<file path="src/rtl/dtsm_pkg.sv">
// Shared constants for the double-to-timespec (millisecond) converter.
// No dependencies.
package dtsm_pkg;

	// Default signed width of the whole-seconds result
	localparam int SEC_BITS_DEF = 64;

	// Status codes
	localparam logic [1:0] ST_OK         = 2'd0;
	localparam logic [1:0] ST_NOT_FINITE = 2'd1;
	localparam logic [1:0] ST_RANGE      = 2'd2;

	// Scale factors
	localparam int MS_PER_SEC = 1000;
	localparam int NS_PER_MS  = 1000000;

	// binary64 layout
	localparam int        EXP_BIAS = 1023;
	localparam logic [10:0] EXP_ALL_ONES = 11'h7FF;

endpackage

</file>
<file path="src/rtl/double_to_timespec_ms_core.sv">
// Top level of the double-to-timespec converter: five-stage pipeline.
// Depends on dtsm_pkg.
//
// Converts a binary64 time in seconds into floor seconds plus nanoseconds at
// millisecond resolution (fraction times 1000, rounded as a double, then
// rounded half away from zero, carrying into seconds at 1000 ms). A request
// is taken every cycle while in_stall is low; results leave in request order.
// The pipeline is decode, shift/align, multiply by 1000 with seconds assembly,
// leading-one search and mantissa rounding, then millisecond rounding, carry
// and range check into the output register. A stall on the output only holds
// the stages that are full, so empty stages keep filling. NaN and infinity
// give status 1, seconds outside the signed SEC_BITS range give status 2;
// both return zero seconds and nanoseconds.
module double_to_timespec_ms_core #(
	parameter int SEC_BITS = dtsm_pkg::SEC_BITS_DEF
) (
	input  logic                clk,
	input  logic                arst_n,
	input  logic                in_valid,
	output logic                in_stall,
	input  logic [63:0]         value_bits,
	output logic                out_valid,
	input  logic                out_stall,
	output logic [SEC_BITS-1:0] whole_seconds,
	output logic [29:0]         nanoseconds,
	output logic [1:0]          status
);

	localparam logic signed [65:0] SEC_MAX = 66'sd1 <<< (SEC_BITS - 1);

	// Stage enables: a stage moves when it is empty or the next one moves
	logic en1, en2, en3, en4, en5;
	logic v1_s1, v2_s2, v3_s3, v4_s4;

	assign en5 = !out_valid || !out_stall;
	assign en4 = !v4_s4 || en5;
	assign en3 = !v3_s3 || en4;
	assign en2 = !v2_s2 || en3;
	assign en1 = !v1_s1 || en2;
	assign in_stall = !en1;

	always_ff @(posedge clk or negedge arst_n) begin
		if (!arst_n) begin
			v1_s1     <= 1'b0;
			v2_s2     <= 1'b0;
			v3_s3     <= 1'b0;
			v4_s4     <= 1'b0;
			out_valid <= 1'b0;
		end else begin
			if (en1) v1_s1 <= in_valid;
			if (en2) v2_s2 <= v1_s1;
			if (en3) v3_s3 <= v2_s2;
			if (en4) v4_s4 <= v3_s3;
			if (en5) out_valid <= v4_s4;
		end
	end

	// ---------------- Stage 1: field decode ----------------
	logic               nonfin_c, zero_c;
	logic signed [11:0] exp_c;
	logic               nonfin_s1, neg_s1;
	logic signed [11:0] exp_s1;
	logic [52:0]        sig_s1;

	assign nonfin_c = value_bits[62:52] == dtsm_pkg::EXP_ALL_ONES;
	assign zero_c   = value_bits[62:0] == 63'd0;
	assign exp_c    = (value_bits[62:52] == 11'd0) ? -12'sd1022 :
		$signed({1'b0, value_bits[62:52]}) - 12'(dtsm_pkg::EXP_BIAS);

	always_ff @(posedge clk) begin
		if (en1) begin
			nonfin_s1 <= nonfin_c;
			neg_s1    <= value_bits[63] && !zero_c;
			exp_s1    <= exp_c;
			sig_s1    <= {value_bits[62:52] != 11'd0, value_bits[51:0]};
		end
	end

	// ---------------- Stage 2: integer / fraction split ----------------
	// Fraction is F * 2^-s; for negatives it is 1 - |fraction|, rounded to
	// double when |value| < 1.
	logic [63:0]  imag_c;
	logic         frnz_c, huge_c;
	logic [53:0]  f_c;
	logic [6:0]   s_c;
	logic [5:0]   sh_c;
	logic [52:0]  fr_c;
	logic [11:0]  nsh_c;
	logic [5:0]   nshc_c;
	logic [116:0] t_c;
	logic [52:0]  u_c;

	// Rounding of |value| in units of 2^-53 for small negatives
	always_comb begin
		nsh_c  = 12'(-exp_s1 - 12'sd1);
		nshc_c = (nsh_c > 12'd63) ? 6'd63 : nsh_c[5:0];
		t_c    = {sig_s1, 64'd0} >> nshc_c;
		u_c    = t_c[116:64] + 53'(t_c[63] && ((|t_c[62:0]) || t_c[64]));
	end

	always_comb begin
		imag_c = 64'd0;
		frnz_c = 1'b0;
		huge_c = 1'b0;
		f_c    = 54'd0;
		s_c    = 7'd1;
		sh_c   = 6'd0;
		fr_c   = 53'd0;
		if (exp_s1 >= 12'sd64) begin
			huge_c = 1'b1;
		end else if (exp_s1 >= 12'sd52) begin
			imag_c = {11'd0, sig_s1} << 6'(exp_s1 - 12'sd52);
		end else if (exp_s1 >= 12'sd0) begin
			sh_c   = 6'(12'sd52 - exp_s1);
			imag_c = {11'd0, sig_s1} >> sh_c;
			fr_c   = sig_s1 & ((53'd1 << sh_c) - 53'd1);
			frnz_c = |fr_c;
			s_c    = {1'b0, sh_c};
			f_c    = (neg_s1 && frnz_c) ? (54'd1 << sh_c) - {1'b0, fr_c} : {1'b0, fr_c};
		end else if (!neg_s1) begin
			// below 2^-11 the milliseconds round to zero
			if (exp_s1 > -12'sd12) begin
				f_c = {1'b0, sig_s1};
				s_c = 7'(12'sd52 - exp_s1);
			end
		end else begin
			frnz_c = 1'b1;
			s_c    = 7'd53;
			if (exp_s1 == -12'sd1)
				f_c = (54'd1 << 53) - {1'b0, sig_s1};
			else
				f_c = (54'd1 << 53) - {1'b0, u_c};
		end
	end

	logic        nonfin_s2, neg_s2, huge_s2, frnz_s2;
	logic [63:0] imag_s2;
	logic [53:0] f_s2;
	logic [6:0]  s_s2;

	always_ff @(posedge clk) begin
		if (en2) begin
			nonfin_s2 <= nonfin_s1;
			neg_s2    <= neg_s1;
			huge_s2   <= huge_c;
			frnz_s2   <= frnz_c;
			imag_s2   <= imag_c;
			f_s2      <= f_c;
			s_s2      <= s_c;
		end
	end

	// ---------------- Stage 3: fraction * 1000, floor seconds ----------------
	logic [63:0]        fw_c, q_c;
	logic [65:0]        mag_c;
	logic signed [65:0] sec_c;

	always_comb begin
		fw_c  = {10'd0, f_s2};
		q_c   = (fw_c << 10) - (fw_c << 4) - (fw_c << 3);
		mag_c = {2'b0, imag_s2} + 66'(frnz_s2);
		sec_c = neg_s2 ? -$signed(mag_c) : $signed({2'b0, imag_s2});
	end

	logic               nonfin_s3, huge_s3;
	logic [63:0]        q_s3;
	logic [6:0]         s_s3;
	logic signed [65:0] sec_s3;

	always_ff @(posedge clk) begin
		if (en3) begin
			nonfin_s3 <= nonfin_s2;
			huge_s3   <= huge_s2;
			q_s3      <= q_c;
			s_s3      <= s_s2;
			sec_s3    <= sec_c;
		end
	end

	// ---------------- Stage 4: round product to 53 significant bits ----------------
	logic [5:0]  lead_c;
	logic [3:0]  d_c;
	logic [63:0] keep_c, r_c;
	logic        g_c, st_c;

	always_comb begin
		lead_c = 6'd0;
		for (int i = 0; i < 64; i++) begin
			if (q_s3[i]) lead_c = 6'(i);
		end
		d_c    = (lead_c >= 6'd53) ? 4'(lead_c - 6'd52) : 4'd0;
		keep_c = q_s3 >> d_c;
		g_c    = (d_c != 4'd0) && q_s3[6'(d_c - 4'd1)];
		st_c   = (d_c > 4'd1) && |(q_s3 & ((64'd1 << (d_c - 4'd1)) - 64'd1));
		r_c    = (keep_c + 64'(g_c && (st_c || keep_c[0]))) << d_c;
	end

	logic               nonfin_s4, huge_s4;
	logic [63:0]        r_s4;
	logic [6:0]         s_s4;
	logic signed [65:0] sec_s4;

	always_ff @(posedge clk) begin
		if (en4) begin
			nonfin_s4 <= nonfin_s3;
			huge_s4   <= huge_s3;
			r_s4      <= r_c;
			s_s4      <= s_s3;
			sec_s4    <= sec_s3;
		end
	end

	// ---------------- Stage 5: ms rounding, carry, range check ----------------
	logic [64:0]        msw_c;
	logic [10:0]        ms_c;
	logic               carry_c, oor_c;
	logic [9:0]         msf_c;
	logic signed [65:0] secf_c;

	always_comb begin
		msw_c   = ({1'b0, r_s4} + (65'd1 << (s_s4 - 7'd1))) >> s_s4;
		ms_c    = msw_c[10:0];
		carry_c = ms_c >= 11'(dtsm_pkg::MS_PER_SEC);
		msf_c   = carry_c ? 10'd0 : ms_c[9:0];
		secf_c  = sec_s4 + 66'(carry_c);
		oor_c   = huge_s4 || (secf_c >= SEC_MAX) || (secf_c < -SEC_MAX);
	end

	always_ff @(posedge clk) begin
		if (en5) begin
			if (nonfin_s4) begin
				whole_seconds <= '0;
				nanoseconds   <= 30'd0;
				status        <= dtsm_pkg::ST_NOT_FINITE;
			end else if (oor_c) begin
				whole_seconds <= '0;
				nanoseconds   <= 30'd0;
				status        <= dtsm_pkg::ST_RANGE;
			end else begin
				whole_seconds <= secf_c[SEC_BITS-1:0];
				nanoseconds   <= 30'(msf_c) * 30'(dtsm_pkg::NS_PER_MS);
				status        <= dtsm_pkg::ST_OK;
			end
		end
	end

endmodule

</file>
<file path="config.mk">
export PLATFORM = sky130hd
export DESIGN_NAME = double_to_timespec_ms_core
export DESIGN_NICKNAME = d
export VERILOG_FILES = /design/src/rtl/dtsm_pkg.sv /design/src/rtl/double_to_timespec_ms_core.sv
export SDC_FILE = /design/constraint.sdc
export NUM_CORES = 2
export LEC_CHECK = 0
export BUFFER_PORTS_ARGS = -buffer_cell sky130_fd_sc_hd__buf_2
export CORE_MARGIN = 5
export CORE_UTILIZATION = 55
export CTS_CLUSTER_DIAMETER = 30
export DETAILED_ROUTE_END_ITERATION = 8
export PLACE_DENSITY = 0.71
export REMOVE_ABC_BUFFERS = 1
export SYNTH_ARGS = -nofsm -noshare
export SYNTH_HDL_FRONTEND = slang
export SYNTH_SLANG_ARGS = --single-unit
export TNS_END_PERCENT = 100
</file>
<file path="constraint.sdc">
create_clock -name clk -period 28.5 [get_ports clk]
set_clock_uncertainty 0.15 [all_clocks]
set_input_delay 2.85 -clock clk [delete_from_list [all_inputs] [get_ports clk]]
set_output_delay 2.85 -clock clk [all_outputs]
set_load 0.05 [all_outputs]
</file>
After elaboration in Yosys (flattened, before gate mapping):

Index checks and enable logic that the tools add are counted.

* register bits: 575
* latch bits: 0
* memory bits (writable): 0
* bits in read-only memories: 0
* bits of input ports: 68
* output and inout bits: 98
* logic and storage cells: 197
* memories: 0

* $add $sub $neg: 22
* multiply operators: 1
* div/mod/pow operators: 0
* magnitude comparators: 11
* equality and inequality tests: 2
* shift-type cells: 10
* multiplexer cells: 83
* bitwise gates (word level): 3
* reduce and logical (&&, ||, !) cells: 33

Operator list (number)
* 6-bit 2-to-1 mux: 66
* 54-bit 2-to-1 mux: 4
* 64-bit 2-to-1 mux: 3
* 117-bit by 6-bit >> shifter with 117-bit output: 1
* 54-bit by 53-bit subtractor with 54-bit output, first input constant: 2
* 66-bit by 1-bit adder with 66-bit output: 1
* 66-bit by 65-bit >= comparator with 1-bit output, second input constant: 1
* 66-bit by 64-bit < comparator with 1-bit output, second input constant: 1
* 65-bit negation with 66-bit output: 1
* 64-bit by 1-bit adder with 65-bit output: 1
* 64-bit by 65-bit adder with 65-bit output: 1
* 1-bit by 7-bit left shift with 65-bit output, first input constant: 1
* 65-bit by 7-bit >> shifter with 11-bit output: 1
* 64-bit by 1-bit adder with 64-bit output: 1
* 64-bit AND: 1
* 64-bit OR reduction: 1
* 1-bit by 4-bit left shift with 64-bit output, first input constant: 1
* 53-bit by 6-bit left shift with 64-bit output: 1
* 64-bit by 4-bit left shift with 64-bit output: 1
* 53-bit by 6-bit >> shifter with 64-bit output: 1
* 64-bit by 4-bit >> shifter with 64-bit output: 1
* 64-bit by 1-bit subtractor with 64-bit output, second input constant: 1
* 64-bit by 57-bit subtractor with 64-bit output: 1
* 64-bit by 58-bit subtractor with 64-bit output: 1
* 45 further kinds: 70

Depth between registers and ports, before layout:

* depth in word-level cells: 75
* gate-level depth with buffers: 60
* mapped depth without buffers: 55

Worst setup path after synthesis:

OpenSTA, ideal clock, no wires.

* path kind: register to register
* start: register s_s4[2]
* end: register nanoseconds[29], data pin
* setup time: 266 ps
* data arrival time: 11833 ps
* required time: 28084 ps
* path slack: 16251 ps
* cell stages (with the launch flop): 56
* path buffers: 5
* period minus slack after synthesis: 12249 ps
* cells stage by stage: edfxtp_1 clkbuf_1 clkinv_1 buf_1 buf_1 clkbuf_1 nand2_1 xnor2_1 nor2_1 nand2_1 nor2_1 ha_1 a21o_1 a21oi_1 o21ai_1 nand3_1 and3_1 o211ai_1 (+20 left out) fa_1 fa_1 inv_1 ha_1 nor2b_1 nor2_1 nor2_1 o21ai_0 nand2b_1 a21oi_1 o21bai_1 a21oi_1 o21bai_1 a21oi_1 o21bai_1 a21oi_1 xnor2_1 nor2_1

* longest elaborated chain between the ends: 10
* elaborated cells between the ends (all ways): 13
* classes of those cells: 3 x add/sub; 1 x mul; 3 x order compare; 2 x shift; 1 x mux; 3 x reduce/logical

Ends and longest elaborated chain
* start, declared: line double_to_timespec_ms_core.sv:200 `logic [6:0] s_s4;`
* start signal, assigned: line double_to_timespec_ms_core.sv:208 `s_s4 <= s_s3;`
* 7-bit by 1-bit subtractor with 7-bit output: line double_to_timespec_ms_core.sv:221 `msw_c = ({1'b0, r_s4} + (65'd1 << (s_s4 - 7'd1))) >> s_s4;`
* 1-bit by 7-bit left shift with 65-bit output: line double_to_timespec_ms_core.sv:221
* 64-bit by 65-bit adder with 65-bit output: line double_to_timespec_ms_core.sv:221
* 65-bit by 7-bit >> shifter with 11-bit output (*): line double_to_timespec_ms_core.sv:221
* 11-bit by 10-bit >= comparator with 1-bit output: line double_to_timespec_ms_core.sv:223 `carry_c = ms_c >= 11'(dtsm_pkg::MS_PER_SEC);`
* 66-bit by 1-bit adder with 66-bit output: line double_to_timespec_ms_core.sv:225 `secf_c = sec_s4 + 66'(carry_c);`
* 66-bit by 65-bit >= comparator with 1-bit output: line double_to_timespec_ms_core.sv:226 `oor_c = huge_s4 || (secf_c >= SEC_MAX) || (secf_c < -SEC_MAX);`
* 1-bit logical OR (2 in a row): line double_to_timespec_ms_core.sv:226
* 2-bit OR reduction (no line)
* end signal, assigned: line double_to_timespec_ms_core.sv:241 `nanoseconds <= 30'(msf_c) * 30'(dtsm_pkg::NS_PER_MS);`
* end, declared: line double_to_timespec_ms_core.sv:25 `output logic [29:0] nanoseconds,`

Every way passes the cells marked *; elsewhere a longest branch is shown, timed or not.
A chain may end at the register's enable or synchronous reset.

Final worst setup path:

* start: register s_s4[1]
* end: register nanoseconds[29], data pin

The elaborated chain is that of the path after synthesis.

==> metrics.md <==
| Metric | Value |
|---|---|
| Status | complete, but fails checks |
| Failing checks | design-rule violations |
| Width of the die | 362 um |
| Routed WL per cell | 27.3 um |
| Area occupied by multi-input gates | 47500 um2 |
| Min-delay src | sec_s3[11] |
| Fin crit share | 47.8% |
| Post-layout util | 60.2% |
| Largest net degree at the start of global routing | 113 |
| Fillers | 10800 |
| Max clock buf depth | 3 |
| Adder-Cell Fraction of Synth Area | 7.94% |
| VDD IR max | 0.123 mV |
| Simple-Gate Fraction of Synth Area | 21.0% |
| Area contributors post-synth | edfxtp_1, mux2i_1, ha_1, nand2_1, nor2_1 |
| Most used DFF post-synth | edfxtp_1 |
| Setup CP Type | reg -> reg |
| Layout cells sized above 1 | 10.8% |
| Measured slew at the worst slew-check pin | 1410 ps |
| R2R Path Start | s_s4[1] |
| Top Ports | 166 |
| Crit-path most repeated cell | a21oi_1 |
| Placed wire-length estimate | 202 mm |
| # Max-Cap Violations | 0 |
| Metal1 wirelength | 109 mm |
| Hold Vio Cnt, Final | 0 |
| Power Density | 117 nW/um2 |
| Max FO, Critical Path | 55 |
| XOR/XNOR share of the synthesized area | 6.13% |
| # setup viols final | 0 |
| Starting density of the core | 55.1% |
| Critical Path Start Type | flip-flop |
| Vias in the first global route | 64700 |
| CP peak stage delay | 570 ps |
| Area Growth Syn to Fin | 9.15% |
| Async set or reset register ratio after synthesis | 0.883% |
| Port bufs | 159 |
| First-pass GRT wire length | 402 mm |
| Gr usage total | 39.6% |
| Largest area contributor in the netlist | edfxtp_1 |
| Achievable Freq | 73.4 MHz |
| Vias | 69000 |
| Mux share of post-synthesis cell area | 11.6% |
| Core area | 123000 um2 |
| Commonest non-fill, non-tap cells in the layout | nand2_1, nor2_1, edfxtp_1 |
| Setup bufs post-CTS | 0 |
| DRT Pass-1 Iters | 9 |
| Setup ws final | 14880 ps |
| Top sig layer | met5 |
| Clock latency on the worst-skew pair | 800 ps |
| Unrepaired setup endpoints after global routing | no |
| Vias per cell | 6.93 |
| Critical path origin | s_s4[1] |
| Grt ovf | 0 |
| Sink Count | 566 |
| # resized after CTS | 0 |
| Slew Viols, Final | 0 |
| Crit path arrival time | 13920 ps |
| Worst Path Required | 28810 ps |
| Post-synth EDFFs | 561 |
| DRT iter0 DRCs | 9515 |
| CTS Buf Count | 118 |
| Synth cell types | 134 |
| DIE HEIGHT | 362 um |
| Register area share after synthesis | 25.0% |
| # rows | 129 |
| Static leakage | 30.0 nW |
| Clock-pin slew on the worst setup and hold paths | 50 ps |
| Fin crit period | 13620 ps |
| CP Capture Type | flip-flop |
| Die area | 131000 um2 |
| Non-Filler Instances | 9955 |
| FF+latch area | 17000 um2 |
| CTS tree | done |
| DRT antenna net count | 0 |
| Met3 WL | 31.1 mm |
| WHS | 188 ps |
| Post-Syn Area | 68000 um2 |
| Met2 routed WL | 115 mm |
| Root Buffer | clkbuf_16 |
| Post-Synthesis Cells | 8302 |
| Post-CTS Hold Fix Bufs | 0 |
| Mean Syn Cell Area | 8.19 um2 |
| Cell area after placement | 70000 um2 |
| Relative slew margins | 3.45% |
| Largest family of logic cells by synthesized area | compound AO/OA/AOI/OAI gates |
| Post-Place Cells | 9727 |
| Power consumption | 8.69 mW |
| Max H-tree Level | 3 |
| Setup TNS | 0 ps |
| Min-delay worst type | reg -> reg |
| # DRC | 2 |
| Dpl ws | 15050 ps |
| Critical path's slowest cell | fa_1 |
| Post-synth top area share | 24.8% |
| Final Cell Area | 74200 um2 |
| Register bit total from synthesis | 566 |
| Commonest non-fill, non-tap cell in the layout | nand2_1 |
| Initial antenna violation count | 8 |
| Synthesis Warnings | 0 |
| RD Place Congestion | 1.05 |
| Final net count | 8665 |
| Drt total wl | 272 mm |
| Compound-Gate Fraction of Synth Area | 22.8% |
[cells in the mapped netlist (35+ instances only)]
cell type  count
or2_2         35
nand2_1      851
a211o_1       59
nor2_1       794
nand4_1      124
nor2b_1       52
and2_1        84
buf_2         87
mux4_2        95
a21oi_1      554
o21a_1        73
nand3_1      364
o21bai_1      47
nor3_1       170
edfxtp_1     561
o31ai_1       65
nand2b_1      66
mux2_2        87
o211ai_1      88
ha_1         313
o22ai_1      100
buf_1         85
o221ai_1      35
a21boi_0      42
mux2i_1      473
inv_1        366
a31oi_1      119
nor4_1        70
xnor2_1      296
or3_1         48
xor2_1       180
a22oi_1       55
clkbuf_1     342
o21ai_0      439
and3_1       115
o21ai_1       39
fa_1          74
a211oi_1     153
a21o_1       132
[state kept, by name, indices dropped and copies added, names as in the netlist, 7 cells and up]
register       cells
sec_s3            66
sec_s4            66
imag_s2           64
r_s4              64
whole_seconds     64
q_s3              61
f_s2              54
sig_s1            53
nanoseconds       24
exp_s1            12
s_s2               7
s_s3               7
s_s4               7
[cell type report]
type	instances	area share, %
inverters	378	1.93
repair buffers	331	2.83
multi-input cells	6815	64.0
flip-flops and latches	566	22.9
well taps	1637	2.76
diodes	6	0.0202
clock buffers	123	4.01
clock inverters	99	1.61
[cell families (layout without fill, tap and decap cells)]
family	count (synthesis)	after routing
and+or+nand+nor	2947	2947
AOI/OAI and AO/OA	2340	2340
buffers and inverters	927	931
muxes	658	658
DFF	566	566
xor gates and xnor gates	476	476
adders and majority gates	387	387
other	1	13
[routing by layer]
layer	GRT usage (%)	vias up
met5	0	-
met4	21.1	2
met3	10.5	890
met2	59.1	4367
met1	52.7	32900
li1	-	30800
[report_power, final]
part | internal, mW | switching (mW) | leakage (nW) | total (mW)
Combinational | 2.08 | 3.64 | 22.0 | 5.72
Clock | 0.900 | 0.501 | 1.97 | 1.40
Sequential | 1.31 | 0.254 | 6.02 | 1.56
[path summary, 6_finish.rpt]
check / endpoint / slack (ps) / cells past startpoint
setup / recovery: nanoseconds[29] / 14880 / 51
hold reg to reg: sec_s4[11] / 190 / 0
min in group asynchronous: v1_s1 / 1760 / 1
setup reg to reg: nanoseconds[29] / 14880 / 51
max in group asynchronous: v4_s4 / 26270 / 1
hold / removal: sec_s4[11] / 190 / 0
[critical path: cells and delay by family, from the launching register on]
kind | cells | cell delay [ps]
compound gates | 22 | 5240
simple gates | 13 | 3000
fa+ha+maj | 7 | 2920
buf+inv | 7 | 1370
flops | 1 | 320
xor+xnor | 1 | 160
mux | 1 | 130
Power figures use the tool's default switching activity.
